### src/hdl/tpag_pkg.sv
// ----------------------------------------------------------------------------
// tpag_pkg
// Shared types, constants and helpers of the tensor permute address generator.
// ----------------------------------------------------------------------------
package tpag_pkg;

    localparam int AXIS_SLOTS  = 6;
    localparam int SLOT_BITS   = $clog2(AXIS_SLOTS);
    localparam int FIELD_BITS  = 3;
    localparam int AXIS_CODES  = 1 << FIELD_BITS;
    localparam int ORDER_BITS  = AXIS_SLOTS * FIELD_BITS;
    localparam int COUNT_BITS  = 3;
    localparam int DIM_BITS    = 16;
    localparam int OUT_BITS    = 32;

    localparam int APB_DATA_BITS = 32;
    localparam int APB_ADDR_BITS = 5;

    localparam int MAX_AXES_DEFAULT    = 6;
    localparam int OFFSET_BITS_DEFAULT = 32;

    typedef logic [2:0] reg_idx_t;

    localparam reg_idx_t REG_AXIS_COUNT = 3'd0;
    localparam reg_idx_t REG_AXIS_ORDER = 3'd1;
    localparam reg_idx_t REG_OUT_DIM_0  = 3'd2;
    localparam reg_idx_t REG_OUT_DIM_1  = 3'd3;
    localparam reg_idx_t REG_OUT_DIM_2  = 3'd4;
    localparam reg_idx_t REG_OUT_DIM_3  = 3'd5;
    localparam reg_idx_t REG_OUT_DIM_4  = 3'd6;
    localparam reg_idx_t REG_OUT_DIM_5  = 3'd7;

    typedef logic [DIM_BITS-1:0]   dim_t;
    typedef logic [FIELD_BITS-1:0] field_t;

    typedef struct packed {
        logic [COUNT_BITS-1:0]     axis_count;
        logic [ORDER_BITS-1:0]     axis_order;
        dim_t [AXIS_SLOTS-1:0]     out_dim;
    } cfg_t;

    // broadcast from the stride sequencer to every cell
    typedef struct packed {
        logic   step;
        logic   first;
        dim_t   dim;
        field_t field;
    } derive_ctl_t;

    typedef struct packed {
        logic [OUT_BITS-1:0] source_offset;
        logic [OUT_BITS-1:0] dest_offset;
        logic                last;
        logic                bad_config;
    } pair_t;

    function automatic field_t order_field(logic [ORDER_BITS-1:0] order, int j);
        return order[FIELD_BITS*j +: FIELD_BITS];
    endfunction

endpackage

### src/hdl/tpag_apb_regs.sv
// ----------------------------------------------------------------------------
// tpag_apb_regs
// APB configuration registers: axis count, axis order and six output sizes.
// ----------------------------------------------------------------------------
module tpag_apb_regs import tpag_pkg::*;
(
    input  logic                     clk,
    input  logic                     rst_n,
    input  logic                     psel,
    input  logic                     penable,
    input  logic                     pwrite,
    input  logic [APB_ADDR_BITS-1:0] paddr,
    input  logic [APB_DATA_BITS-1:0] pwdata,
    output logic [APB_DATA_BITS-1:0] prdata,
    output logic                     pready,
    output cfg_t                     cfg,
    output logic                     cfg_wr
);

    cfg_t     cfg_reg;
    reg_idx_t idx;

    assign idx    = paddr[APB_ADDR_BITS-1:2];
    assign pready = 1'b1;
    assign cfg_wr = psel & penable & pwrite;
    assign cfg    = cfg_reg;

    always_ff @(posedge clk or negedge rst_n)
    begin
        if (!rst_n)
        begin
            cfg_reg.axis_count <= COUNT_BITS'(1);
            cfg_reg.axis_order <= '0;
            for (int j = 0; j < AXIS_SLOTS; j++)
            begin
                cfg_reg.out_dim[j] <= DIM_BITS'(1);
            end
        end
        else if (cfg_wr)
        begin
            unique case (idx)
                REG_AXIS_COUNT: cfg_reg.axis_count <= pwdata[COUNT_BITS-1:0];
                REG_AXIS_ORDER: cfg_reg.axis_order <= pwdata[ORDER_BITS-1:0];
                REG_OUT_DIM_0:  cfg_reg.out_dim[0] <= pwdata[DIM_BITS-1:0];
                REG_OUT_DIM_1:  cfg_reg.out_dim[1] <= pwdata[DIM_BITS-1:0];
                REG_OUT_DIM_2:  cfg_reg.out_dim[2] <= pwdata[DIM_BITS-1:0];
                REG_OUT_DIM_3:  cfg_reg.out_dim[3] <= pwdata[DIM_BITS-1:0];
                REG_OUT_DIM_4:  cfg_reg.out_dim[4] <= pwdata[DIM_BITS-1:0];
                REG_OUT_DIM_5:  cfg_reg.out_dim[5] <= pwdata[DIM_BITS-1:0];
            endcase
        end
    end

    always_comb
    begin
        unique case (idx)
            REG_AXIS_COUNT: prdata = APB_DATA_BITS'(cfg_reg.axis_count);
            REG_AXIS_ORDER: prdata = APB_DATA_BITS'(cfg_reg.axis_order);
            REG_OUT_DIM_0:  prdata = APB_DATA_BITS'(cfg_reg.out_dim[0]);
            REG_OUT_DIM_1:  prdata = APB_DATA_BITS'(cfg_reg.out_dim[1]);
            REG_OUT_DIM_2:  prdata = APB_DATA_BITS'(cfg_reg.out_dim[2]);
            REG_OUT_DIM_3:  prdata = APB_DATA_BITS'(cfg_reg.out_dim[3]);
            REG_OUT_DIM_4:  prdata = APB_DATA_BITS'(cfg_reg.out_dim[4]);
            REG_OUT_DIM_5:  prdata = APB_DATA_BITS'(cfg_reg.out_dim[5]);
        endcase
    end

endmodule

### config.mk
export PLATFORM = sky130hd
export DESIGN_NAME = tpag_apb_regs
export DESIGN_NICKNAME = d
export VERILOG_FILES = /design/src/hdl/tpag_pkg.sv /design/src/hdl/tpag_apb_regs.sv
export SDC_FILE = /design/constraint.sdc
export NUM_CORES = 1
export LEC_CHECK = 0
export BUFFER_PORTS_ARGS = -buffer_cell sky130_fd_sc_hd__buf_2
export CAP_MARGIN = 20
export CORE_UTILIZATION = 50
export DETAILED_ROUTE_END_ITERATION = 6
export PLACE_DENSITY_LB_ADDON = 0.3
export SETUP_SLACK_MARGIN = 0.2
export SLEW_MARGIN = 20
export SYNTH_ARGS = -nofsm -noshare
export SYNTH_HDL_FRONTEND = slang
export SYNTH_SLANG_ARGS = --single-unit
### constraint.sdc
create_clock -name clk -period 1.9 [get_ports clk]
set_input_delay 0.285 -clock clk [delete_from_list [all_inputs] [get_ports clk]]
set_output_delay 0.285 -clock clk [all_outputs]
set_load 0.005 [all_outputs]
### Yosys cells after proc, flatten, opt, wreduce, memory -nomap -nowiden

Index checks and enable logic that the tools add are counted.

| cells by class | value |
|---|---|
| add/subtract/negate cells | 0 |
| multiply operators | 0 |
| div/mod/pow operators | 0 |
| $lt $le $gt $ge | 0 |
| equal/unequal tests | 7 |
| shift-type cells | 0 |
| multiplexer cells | 1 |
| bitwise operators | 2 |
| reduce and logical (&&, ||, !) cells | 9 |

Operator list:

| operator | count |
|---|---|
| 32-bit one-hot mux with 8 select lines | 1 |
| 2-bit AND reduction | 8 |
| 3-bit == test, second input constant | 4 |
| 3-bit by 2-bit == test with 1-bit output, second input constant | 2 |
| 3-bit by 1-bit == test with 1-bit output, second input constant | 1 |
| 3-bit logical NOT | 1 |
| 1-bit bitwise AND | 2 |

| storage, ports and cells | value |
|---|---|
| register bits | 117 |
| latch bits | 0 |
| memory bits (writable) | 0 |
| memory bits (read-only) | 0 |
| word-level logic and storage cells | 27 |
| memories kept | 0 |

### Longest topological paths before layout

Gate-level depths: netlist of run 1.

| logic depth | value |
|---|---|
| depth after elaboration | 3 |
| mapped depth | 6 |
| gate-level depth less buffers | 3 |

### Least setup slack after synthesis of run 1

Ideal clock, no wire load.

| path | value |
|---|---|
| path kind | input to output |
| start point | input paddr[2] |
| end point | output prdata[2] |
| arrival time | 1.459 ns |
| required time | 1.615 ns |
| slack | 0.156 ns |
| cell stages on the path | 4 |
| path buffers | 2 |
| cell sequence | buf_2 buf_2 mux4_2 mux2_2 |

| between the ends | value |
|---|---|
| longest elaborated chain between the ends | 2 |

Ends and longest elaborated chain:

| item | RTL line | RTL |
|---|---|---|
| start, declared | tpag_apb_regs.sv:12 | `input logic [APB_ADDR_BITS-1:0] paddr,` |
| 3-bit == test, or another cell as far along | tpag_apb_regs.sv:56 | `unique case (idx)` |
| 32-bit one-hot mux with 8 select lines (*) | tpag_apb_regs.sv:56 |  |
| end, declared | tpag_apb_regs.sv:14 | `output logic [APB_DATA_BITS-1:0] prdata,` |

Mark *: on every way between the ends. The rest lies on a longest branch, timed or not. The select of a mux whose other input is x is not followed.

### Worst setup path in the final report of run 1

| path | value |
|---|---|
| start point | register cfg_reg, in the netlist cfg[18] |
| end point | output prdata[2] |

| between the ends | value |
|---|---|
| longest elaborated chain between the ends | 1 |

Ends and longest elaborated chain:

| item | RTL line | RTL |
|---|---|---|
| start, declared | tpag_apb_regs.sv:20 | `cfg_t cfg_reg;` |
| 32-bit one-hot mux with 8 select lines | tpag_apb_regs.sv:56 |  |

Every way passes these cells. The select of a mux whose other input is x is not followed.

==> results of run 1 <==
==> per-layer routing <==
| metal | track usage (%) | part of all wire [%] | vias to the layer above |
|---|---|---|---|
| met5 | 0 | 0 | - |
| met4 | 9.78 | 1.8 | 0 |
| met3 | 8.57 | 7.3 | 30 |
| met2 | 46.1 | 50 | 183 |
| met1 | 34.2 | 40 | 2157 |
| li1 | - | - | 1863 |
==> layout make-up <==
| cell class | count | area (um^2) | share of cell area (%) |
|---|---|---|---|
| inverter | 1 | 3.75 | 0.0486 |
| multi-input combinational | 237 | 2430 | 31.4 |
| tap | 136 | 170 | 2.20 |
| sequential | 117 | 2940 | 38.0 |
| timing repair buffer | 244 | 1560 | 20.1 |
| clock inverter | 12 | 176 | 2.28 |
| clock buffer | 20 | 455 | 5.89 |
==> what timing repair did <==
item,4_1_cts,5_1_grt
hold buffers,3,0
endpoints found under the hold margin,35,0
endpoints found under the setup margin,16,16
pin swaps,14,2
gates cloned,0,0
resized for setup,22,5
setup buffers,43,8
==> stage by stage <==
stage / setup slack (ns) / setup TNS [ns] / cell area (um^2) / total power [mW]
3_3_place_gp: 0.0442 / 0 / 6600 / 5.02
6_report: -0.160 / -0.554 / 7730 / 8.84
5_1_grt: -0.200 / -1.20 / 7730 / 9.23
3_5_place_dp: 0.0224 / 0 / 6600 / 5.12
4_1_cts: -0.166 / -0.590 / 7650 / 8.80
2_1_floorplan: 0.237 / 0 / 5520 / 4.21
==> path summary, 6_finish.rpt <==
check / start / cells past startpoint / endpoint
min in group asynchronous: rst_n / 2 / cfg[77]
worst min-delay path: pwdata[10] / 2 / cfg[74]
worst max-delay path: cfg[18] / 3 / prdata[2]
worst min register to register: cfg[113] / 1 / cfg[113]
max in group asynchronous: rst_n / 3 / cfg[23]
worst max register to register: cfg[47] / 3 / cfg[47]
==> synthesized netlist by cell type (2+ instances only) <==
cell type  count
buf_4         18
dfstp_2        7
buf_2         12
nor3b_1        2
a22oi_1       17
nor2b_1        3
and2b_1        2
mux2i_1        3
nand2_1       14
nand2b_1       2
o211ai_1       2
buf_1          2
or3_1          2
nor2_2         6
mux2_2       136
conb_1         2
clkbuf_1       3
o21ai_0        9
mux4_2        13
dfrtp_1      110
o221ai_1       4
==> cell usage in the layout, fill, tap and decap left out, types with 3 or more instances in the layout <==
cell type and instances:
buf_4 72, buf_12 9, o221ai_2 4, mux2_2 131, dfrtp_1 110, o21ai_1 7
dlygate4sd3_1 3, nor2_2 6, mux4_2 13, clkinvlp_4 5, mux2i_1 3, bufinv_16 4
clkbuf_16 16, clkbuf_8 4, dfstp_2 7, nand2_1 12, buf_2 159, a22oi_1 13
mux2_4 5, a22oi_2 4, conb_1 15, nor2b_1 3
==> worst max-delay path, stage by stage, from the launching register on <==
cell and delay [ns]:
dfrtp_1 0.39, mux4_2 0.46, mux2_2 0.27, buf_2 0.13
==> kinds of logic (layout without fill, tap and decap cells) <==
| family | Yosys count | after routing | synth area share, % |
|---|---|---|---|
| AO/OA/AOI/OAI | 34 | 34 | 4.39 |
| buffers and inverters | 37 | 277 | 4.18 |
| flip-flops | 117 | 117 | 53.7 |
| multiplexers | 152 | 152 | 33.9 |
| other | 2 | 15 | 0.137 |
| AND/OR/NAND/NOR | 36 | 36 | 3.73 |
==> power groups by stage <==
stage	sequential, mW	combinational, mW	clock, mW
after floorplan	3.39	0.820	0
after global placement	3.37	1.65	0
after detailed placement	3.43	1.69	0
after CTS	3.34	2.05	3.40
after global routing	3.41	2.29	3.53
final	3.36	2.12	3.36
==> results.sh, run 1 <==
export IMPL_status="finished with violations"
export IMPL_violations="setup timing"
export IMPL_yosysTopAreaCell="dfrtp_1"
export IMPL_yosysWarningCount=0
export IMPL_numCtsBuffers=17
export IMPL_finalHoldViolations=0
export IMPL_core_um2=10500
export IMPL_dp_cells=681
export IMPL_num_antenna_cells=0
export IMPL_required_ns=1.62
export IMPL_cts_root_buf="clkbuf_8"
export IMPL_clkSlewWorstSetupHoldPaths_ns=0.06
export IMPL_grtUsageTotal_pct=27.7
export IMPL_cts_buffer_depth=2
export IMPL_avgViaCountPerCell=5.52
export IMPL_port_buffer_count=161
export IMPL_drt_wl_total_mm=15.2
export IMPL_pwr_share_seq_pct=38.0
export IMPL_dieArea_um2=11400
export IMPL_clkSinkCount=117
export IMPL_grt_max_degree=37
export IMPL_htreeDepth=4
export IMPL_drv_slew=0
export IMPL_rows=37
export IMPL_p_int_mw=6.52
export IMPL_start_util_pct=52.3
export IMPL_antenna_found_initial=0
export IMPL_fin_crit_sh_pct=108
export IMPL_area_growth_pct=41.3
export IMPL_die_h_um=107
export IMPL_ys_seq_elements=117
export IMPL_synth_cell_type_count=30
export IMPL_syn_area_per_cell_um2=14.5
export IMPL_syn_area_um2=5470
export IMPL_critPathMaxFanout=2
export IMPL_grt_pass1_wl_mm=23.4
export IMPL_fin_cells=767
export IMPL_grt_ovfl_total=0
export IMPL_gp_congestion=0.805
export IMPL_drive_above_1_share_pct=71.0
export IMPL_power_switching_mw=2.32
export IMPL_synth_top_area_share_pct=50.3
export IMPL_wl_per_cell_um=19.8
export IMPL_synth_edf_count=0
export IMPL_worstSetupPathType="register to output port"
export IMPL_firstDrtPassIters=5
export IMPL_clkLatencyLatePin_ns=0.53
export IMPL_dp_hpwl_mm=10.1
export IMPL_synthFlopType="dfrtp_1"
export IMPL_die_w_um=107
export IMPL_tightest_slew_ns=0.510
export IMPL_async_flop_share_pct=100
export IMPL_synth_area_leaders="dfrtp_1, mux2_2, mux4_2, dfstp_2, buf_4"
export IMPL_max_freq_mhz=486
export IMPL_leakage_nw=3.88
export IMPL_worst_setup_path_start_kind="register"
export IMPL_irDropWorstVdd_mv=0.654
export IMPL_p_comb_share_pct=24.0
export IMPL_largest_reg_flops=117
export IMPL_setup_viol=9
export IMPL_fin_nets=660
export IMPL_max_cap_viol_count=0
export IMPL_worstSetupEndpointType="output port"
export IMPL_power_density_nw_per_um2=1140
export IMPL_fin_skew_ns=0
export IMPL_hold_class="input pin to register"
export IMPL_first_iter_violations=155
export IMPL_ant_nets=0
export IMPL_clkPwrFrac_pct=38.0
export IMPL_vias=4233
export IMPL_nFillCells=709
export IMPL_yosysSeqAreaShare_pct=53.7
export IMPL_rsz0062_at_grt="true"
export IMPL_holdWs_ns=0.0795
export IMPL_synth_cells=378
export IMPL_drc_errors=0
export IMPL_slew_limit_headroom_pct=66.0
export IMPL_p_sw_share_pct=26.2
export IMPL_rrSetupSlack_ns=0.86
export IMPL_finalCriticalPeriod_ns=2.06
export IMPL_postLayoutCoreUtil_pct=73.9
export IMPL_tritoncts="done"
export IMPL_setup_ws_ns=-0.160
export IMPL_pin_count=193
export IMPL_crit_arrival_ns=1.77
export IMPL_grt_pass1_vias=4428
No activity file was read; power rests on OpenSTA's default activity.
==> inputs of run 2 (changes only) <==
Settings changed: CORE_UTILIZATION 50 to 34.
==> results.sh, run 2 (same netlist as run 1, synthesis figures left out) <==
export IMPL_power_density_nw_per_um2=1130
export IMPL_pin_count=193
export IMPL_violations="setup timing"
export IMPL_vias=4188
export IMPL_hold_class="input pin to register"
export IMPL_irDropWorstVdd_mv=0.606
export IMPL_dieArea_um2=16600
export IMPL_largest_reg_flops=117
export IMPL_setup_ws_ns=-0.0621
export IMPL_tritoncts="done"
export IMPL_worstSetupPathType="register to output port"
export IMPL_layout_common_cells="buf_2, mux2_2, dfrtp_1"
export IMPL_avgViaCountPerCell=4.93
export IMPL_clkLatencyLatePin_ns=0.41
export IMPL_required_ns=1.62
export IMPL_crit_path_top_delay_cell="mux4_2"
export IMPL_num_antenna_cells=0
export IMPL_grt_ovfl_total=0
export IMPL_endpoint="prdata[2]"
export IMPL_cp_cell_sequence="mux4_2, mux2_4, buf_6"
export IMPL_grt_pass1_wl_mm=24.9
export IMPL_drc_errors=0
export IMPL_power_mw=8.79
export IMPL_cp_num_buf_inv=1
export IMPL_antenna_found_initial=0
export IMPL_postLayoutCellArea_um2=7770
export IMPL_rows=46
export IMPL_timing_rr_start="cfg[89]"
export IMPL_hold_depth=2
export IMPL_dp_hpwl_mm=11.0
export IMPL_leakage_nw=3.90
export IMPL_max_cap_viol_count=0
export IMPL_drt_wl_total_mm=16.1
export IMPL_ant_nets=0
export IMPL_crit_arrival_ns=1.68
export IMPL_wl_per_cell_um=19.0
export IMPL_holdWs_ns=0.106
export IMPL_rrSetupSlack_ns=0.89
export IMPL_max_freq_mhz=510
export IMPL_tns_ns=-0.0830
export IMPL_fin_nets=662
export IMPL_status="finished with violations"
export IMPL_grt_max_degree=118
export IMPL_dp_cells=768
export IMPL_setup_worst_path_start="cfg[98]"
export IMPL_critPathMaxFanout=3
export IMPL_final_common_cell="buf_2"
export IMPL_port_buffer_count=161
export IMPL_place_area_um2=6690
export IMPL_clkSlewWorstSetupHoldPaths_ns=0.05
export IMPL_die_w_um=129
export IMPL_finalHoldViolations=0
export IMPL_grtUsageTotal_pct=20.4
export IMPL_worstSetupPathDepth=3
export IMPL_first_iter_violations=150
export IMPL_drive_above_1_share_pct=71.2
export IMPL_clkSinkCount=117
export IMPL_setup_viol=2
export IMPL_fin_skew_ns=0
export IMPL_start_util_pct=34.7
export IMPL_cts_root_buf="clkbuf_16"
export IMPL_grt_pass1_vias=4387
export IMPL_htreeDepth=4
export IMPL_gp_congestion=0.825
export IMPL_slew_limit_headroom_pct=53.9
export IMPL_numCtsBuffers=17
export IMPL_worstSetupEndpointType="output port"
export IMPL_reg2reg_to="cfg[89]"
export IMPL_cts_buffer_depth=2
export IMPL_rsz0062_at_grt="true"
export IMPL_area_growth_pct=42.1
export IMPL_fin_cells=849
export IMPL_drv_slew=0
export IMPL_tightest_slew_ns=0.691
export IMPL_die_h_um=129
export IMPL_firstDrtPassIters=4
export IMPL_crit_path_max_incr_delay_ns=0.46
export IMPL_finalCriticalPeriod_ns=1.96
export IMPL_fin_crit_sh_pct=103
export IMPL_worst_setup_path_start_kind="register"
export IMPL_path_delay_family="multiplexers"
export IMPL_core_um2=15800
export IMPL_rr_worst_depth=3
-- run 2: changes by cell type in the layout (fill, tap and decap cells not counted), sizes merged --
cell / before / now
buf: 241 / 245
clkbuf: 20 / 22
clkinv: 3 / 5
clkinvlp: 5 / 1
dlygate4sd3: 3 / 1
-- run 2: worst min-delay path by stage --
stage,from,end
after floorplan,rst_n,cfg[100]
after global placement,rst_n,cfg[50]
after detailed placement,rst_n,cfg[34]
after CTS,pwdata[17],cfg[113]
after global routing,pwdata[16],cfg[112]
final,pwdata[17],cfg[113]
-- run 2: final cells by class --
cell class	count	area, um^2
Fill cell	1439	8000
Sequential cell	117	2940
Multi-Input combinational cell	237	2430
Timing Repair Buffer	246	1520
Clock buffer	22	464
Tap cell	216	270
Clock inverter	10	153
Inverter	1	3.75
-- run 2: worst reg2reg max path, stage by stage (launching register included) --
cell     delay (ns)
dfrtp_1        0.39
buf_4          0.13
buf_4          0.13
mux2_2         0.25
-- run 2: per-stage QoR --
stage / setup WS [ns] / util (%)
floorplan: 0.237 / -
global placement: -0.0675 / 42.4
detailed placement: -0.102 / 42.4
CTS: -0.0772 / 48.6
global route: -0.115 / 49.3
finish: -0.0621 / 49.3
-- run 2: layer usage --
metal	vias to the layer above	share of wire, %	GRT usage (%)
met5	-	0	0
met4	0	1.6	8.10
met3	21	6.9	6.20
met2	167	48	32.3
met1	2133	43	26.0
li1	1867	-	-
-- run 2: what timing repair did --
item	in CTS	in global routing
hold buffers	1	0
pin swaps	13	2
gates resized for setup	25	8
endpoints found under the setup margin	16	16
buffers inserted	38	10
endpoints found under the hold margin	22	0
-- run 2: where the power goes --
group          internal (mW)  switching (mW)
Sequential              3.01           0.348
Combinational           1.28           0.819
Clock                   2.25            1.09
==> inputs of run 3 (changes only) <==
Settings changed: ABC_AREA from default to 1.
==> results.sh, run 3 <==
export IMPL_setup_ws_ns=0.224
export IMPL_power_density_nw_per_um2=1120
export IMPL_ys_seq_elements=117
export IMPL_ant_nets=0
export IMPL_largest_reg_flops=117
export IMPL_rsz0062_at_grt="true"
export IMPL_avgViaCountPerCell=4.80
export IMPL_fin_skew_ns=0
export IMPL_synth_commonest_cells="nand2_1, dfrtp_1, o21ai_0, nor2_1, inv_1"
export IMPL_clkSlewWorstSetupHoldPaths_ns=0.05
export IMPL_status="finished, final reports clean"
export IMPL_ff_latch_area_um2=2940
export IMPL_place_area_um2=6590
export IMPL_drv_slew=0
export IMPL_pin_count=193
export IMPL_wl_per_cell_um=16.6
export IMPL_area_growth_pct=33.3
export IMPL_synthFlopType="dfrtp_1"
export IMPL_dp_cells=1040
export IMPL_critPathMaxFanout=3
export IMPL_pre_cts_ws_ns=0.00939
export IMPL_tritoncts="done"
export IMPL_dp_hpwl_mm=12.5
export IMPL_grt_ovfl_total=0
export IMPL_rows=46
export IMPL_max_freq_mhz=597
export IMPL_cp_cell_sequence="nand4_1, o21ai_1, nor2_1, nand2_1, buf_2"
export IMPL_yosysTopAreaCell="dfrtp_1"
export IMPL_tightest_slew_ns=0.532
export IMPL_worst_setup_path_start_kind="register"
export IMPL_grt_pass1_vias=4756
export IMPL_crit_path_max_incr_delay_ns=0.39
export IMPL_crit_arrival_ns=1.39
export IMPL_synth_edf_count=0
export IMPL_fin_cells=1088
export IMPL_cts_buffer_depth=2
export IMPL_grtUsageTotal_pct=22.3
export IMPL_nFillCells=1627
export IMPL_core_um2=15900
export IMPL_syn_area_um2=5530
export IMPL_grt_pass1_wl_mm=27.4
export IMPL_clkSinkCount=117
export IMPL_leakage_nw=3.88
export IMPL_drt_wl_total_mm=18.0
export IMPL_tns_ns=0
export IMPL_final_common_cell="nand2_1"
export IMPL_die_w_um=129
export IMPL_postLayoutCoreUtil_pct=46.4
export IMPL_worstSetupEndpointType="output port"
export IMPL_numCtsBuffers=17
export IMPL_vias=5220
export IMPL_fin_crit_sh_pct=88.2
export IMPL_first_iter_violations=346
export IMPL_yosysMostFrequentCell="nand2_1"
export IMPL_finalCriticalPeriod_ns=1.68
export IMPL_postLayoutCellArea_um2=7370
export IMPL_firstDrtPassIters=5
export IMPL_required_ns=1.62
export IMPL_async_flop_share_pct=100
export IMPL_clkLatencyLatePin_ns=0.42
export IMPL_power_mw=8.23
export IMPL_grt_max_degree=78
export IMPL_antenna_found_initial=0
export IMPL_synth_cell_type_count=23
export IMPL_fin_nets=902
export IMPL_crit_path_top_delay_cell="dfrtp_1"
export IMPL_synth_area_leaders="dfrtp_1, nand2_1, o21ai_0, nand4_1, nor2_1"
export IMPL_irDropWorstVdd_mv=0.654
export IMPL_hold_class="input pin to register"
export IMPL_multi_input_area_um2=2140
export IMPL_num_antenna_cells=0
export IMPL_worstSetupPathType="register to output port"
export IMPL_finalHoldViolations=0
export IMPL_htreeDepth=4
export IMPL_start_util_pct=34.8
export IMPL_drive_above_1_share_pct=30.0
export IMPL_setup_viol=0
export IMPL_drc_errors=0
export IMPL_max_cap_viol_count=0
export IMPL_syn_area_per_cell_um2=8.12
export IMPL_cts_root_buf="clkbuf_16"
export IMPL_synth_cells=681
export IMPL_synth_top_area_share_pct=49.8
export IMPL_holdWs_ns=0.0851
export IMPL_gp_congestion=0.826
export IMPL_yosysWarningCount=0
export IMPL_layout_common_cells="nand2_1, buf_2, dfrtp_1"
export IMPL_yosysSeqAreaShare_pct=53.1
export IMPL_port_buffer_count=161
export IMPL_slew_limit_headroom_pct=64.6
export IMPL_dieArea_um2=16800
export IMPL_die_h_um=129
[run 3: cell types whose count changed after synthesis, moves of 11 or more]
cell     change
nand2_1    +163
mux2_2     -136
o21ai_0     +76
nor2_1      +63
inv_1       +54
nand4_1     +49
o21ai_1     +39
a22oi_1     -17
buf_2       +13
mux4_2      -13
nand3_1     +13
a21oi_1     +11
[run 3: kinds of logic (layout without fill, tap and decap cells)]
group / after synthesis / count (layout) / synth area share, %
and+or+nand+nor: 312 / 312 / 24.6
AOI/OAI and AO/OA: 135 / 135 / 12.2
DFF: 117 / 117 / 53.1
buffers and inverters: 115 / 293 / 9.87
other: 2 / 15 / 0.136
[run 3: worst paths after layout]
kind / from / endpoint / slack, ns / depth (start not counted)
setup / recovery: cfg[94] / prdata[14] / 0.22 / 5
hold / removal: pwdata[9] / cfg[73] / 0.09 / 3
setup reg to reg: cfg[93] / cfg[93] / 1.03 / 4
hold reg to reg: cfg[32] / cfg[32] / 0.49 / 2
max in group asynchronous: rst_n / cfg[106] / 1.01 / 3
min in group asynchronous: rst_n / cfg[81] / 0.45 / 3
[run 3: power breakdown]
part / leakage (nW) / internal, mW / switching (mW) / total, mW
clock network: 0.278 / 2.01 / 1.13 / 3.14
logic: 2.15 / 0.774 / 0.920 / 1.69
registers: 1.46 / 3.02 / 0.373 / 3.39
total: 3.88 / 5.80 / 2.42 / 8.23
[run 3: timing repair]
item	4_1_cts	5_1_grt
setup endpoints to repair	16	16
hold buffers	1	0
buffers inserted	3	12
cloned	0	1
gates resized for setup	16	23
pin swaps	9	14
hold endpoints to repair	110	0
[run 3: worst max-delay path: cells and delay by family, from the launching register on]
family,cells,cell delay (ns)
AOI/OAI and AO/OA,1,0.08
buffers and inverters,1,0.13
DFF,1,0.39
and+or+nand+nor,3,0.38
[run 3: cell type report]
type	instances	share of cell area (%)
Timing Repair Buffer	204	16.5
Clock inverter	9	1.39
Sequential cell	117	39.9
Inverter	58	3.06
Tap cell	216	3.67
Multi-Input combinational cell	462	29.0
Clock buffer	22	6.44
[run 3: routing by layer]
metal | vias up | share of wire [%] | GRT usage [%]
met5 | - | 0 | 0
met3 | 19 | 6.6 | 6.90
met2 | 164 | 49 | 37.5
met4 | 0 | 1.6 | 6.84
met1 | 2478 | 43 | 27.3
li1 | 2559 | - | -
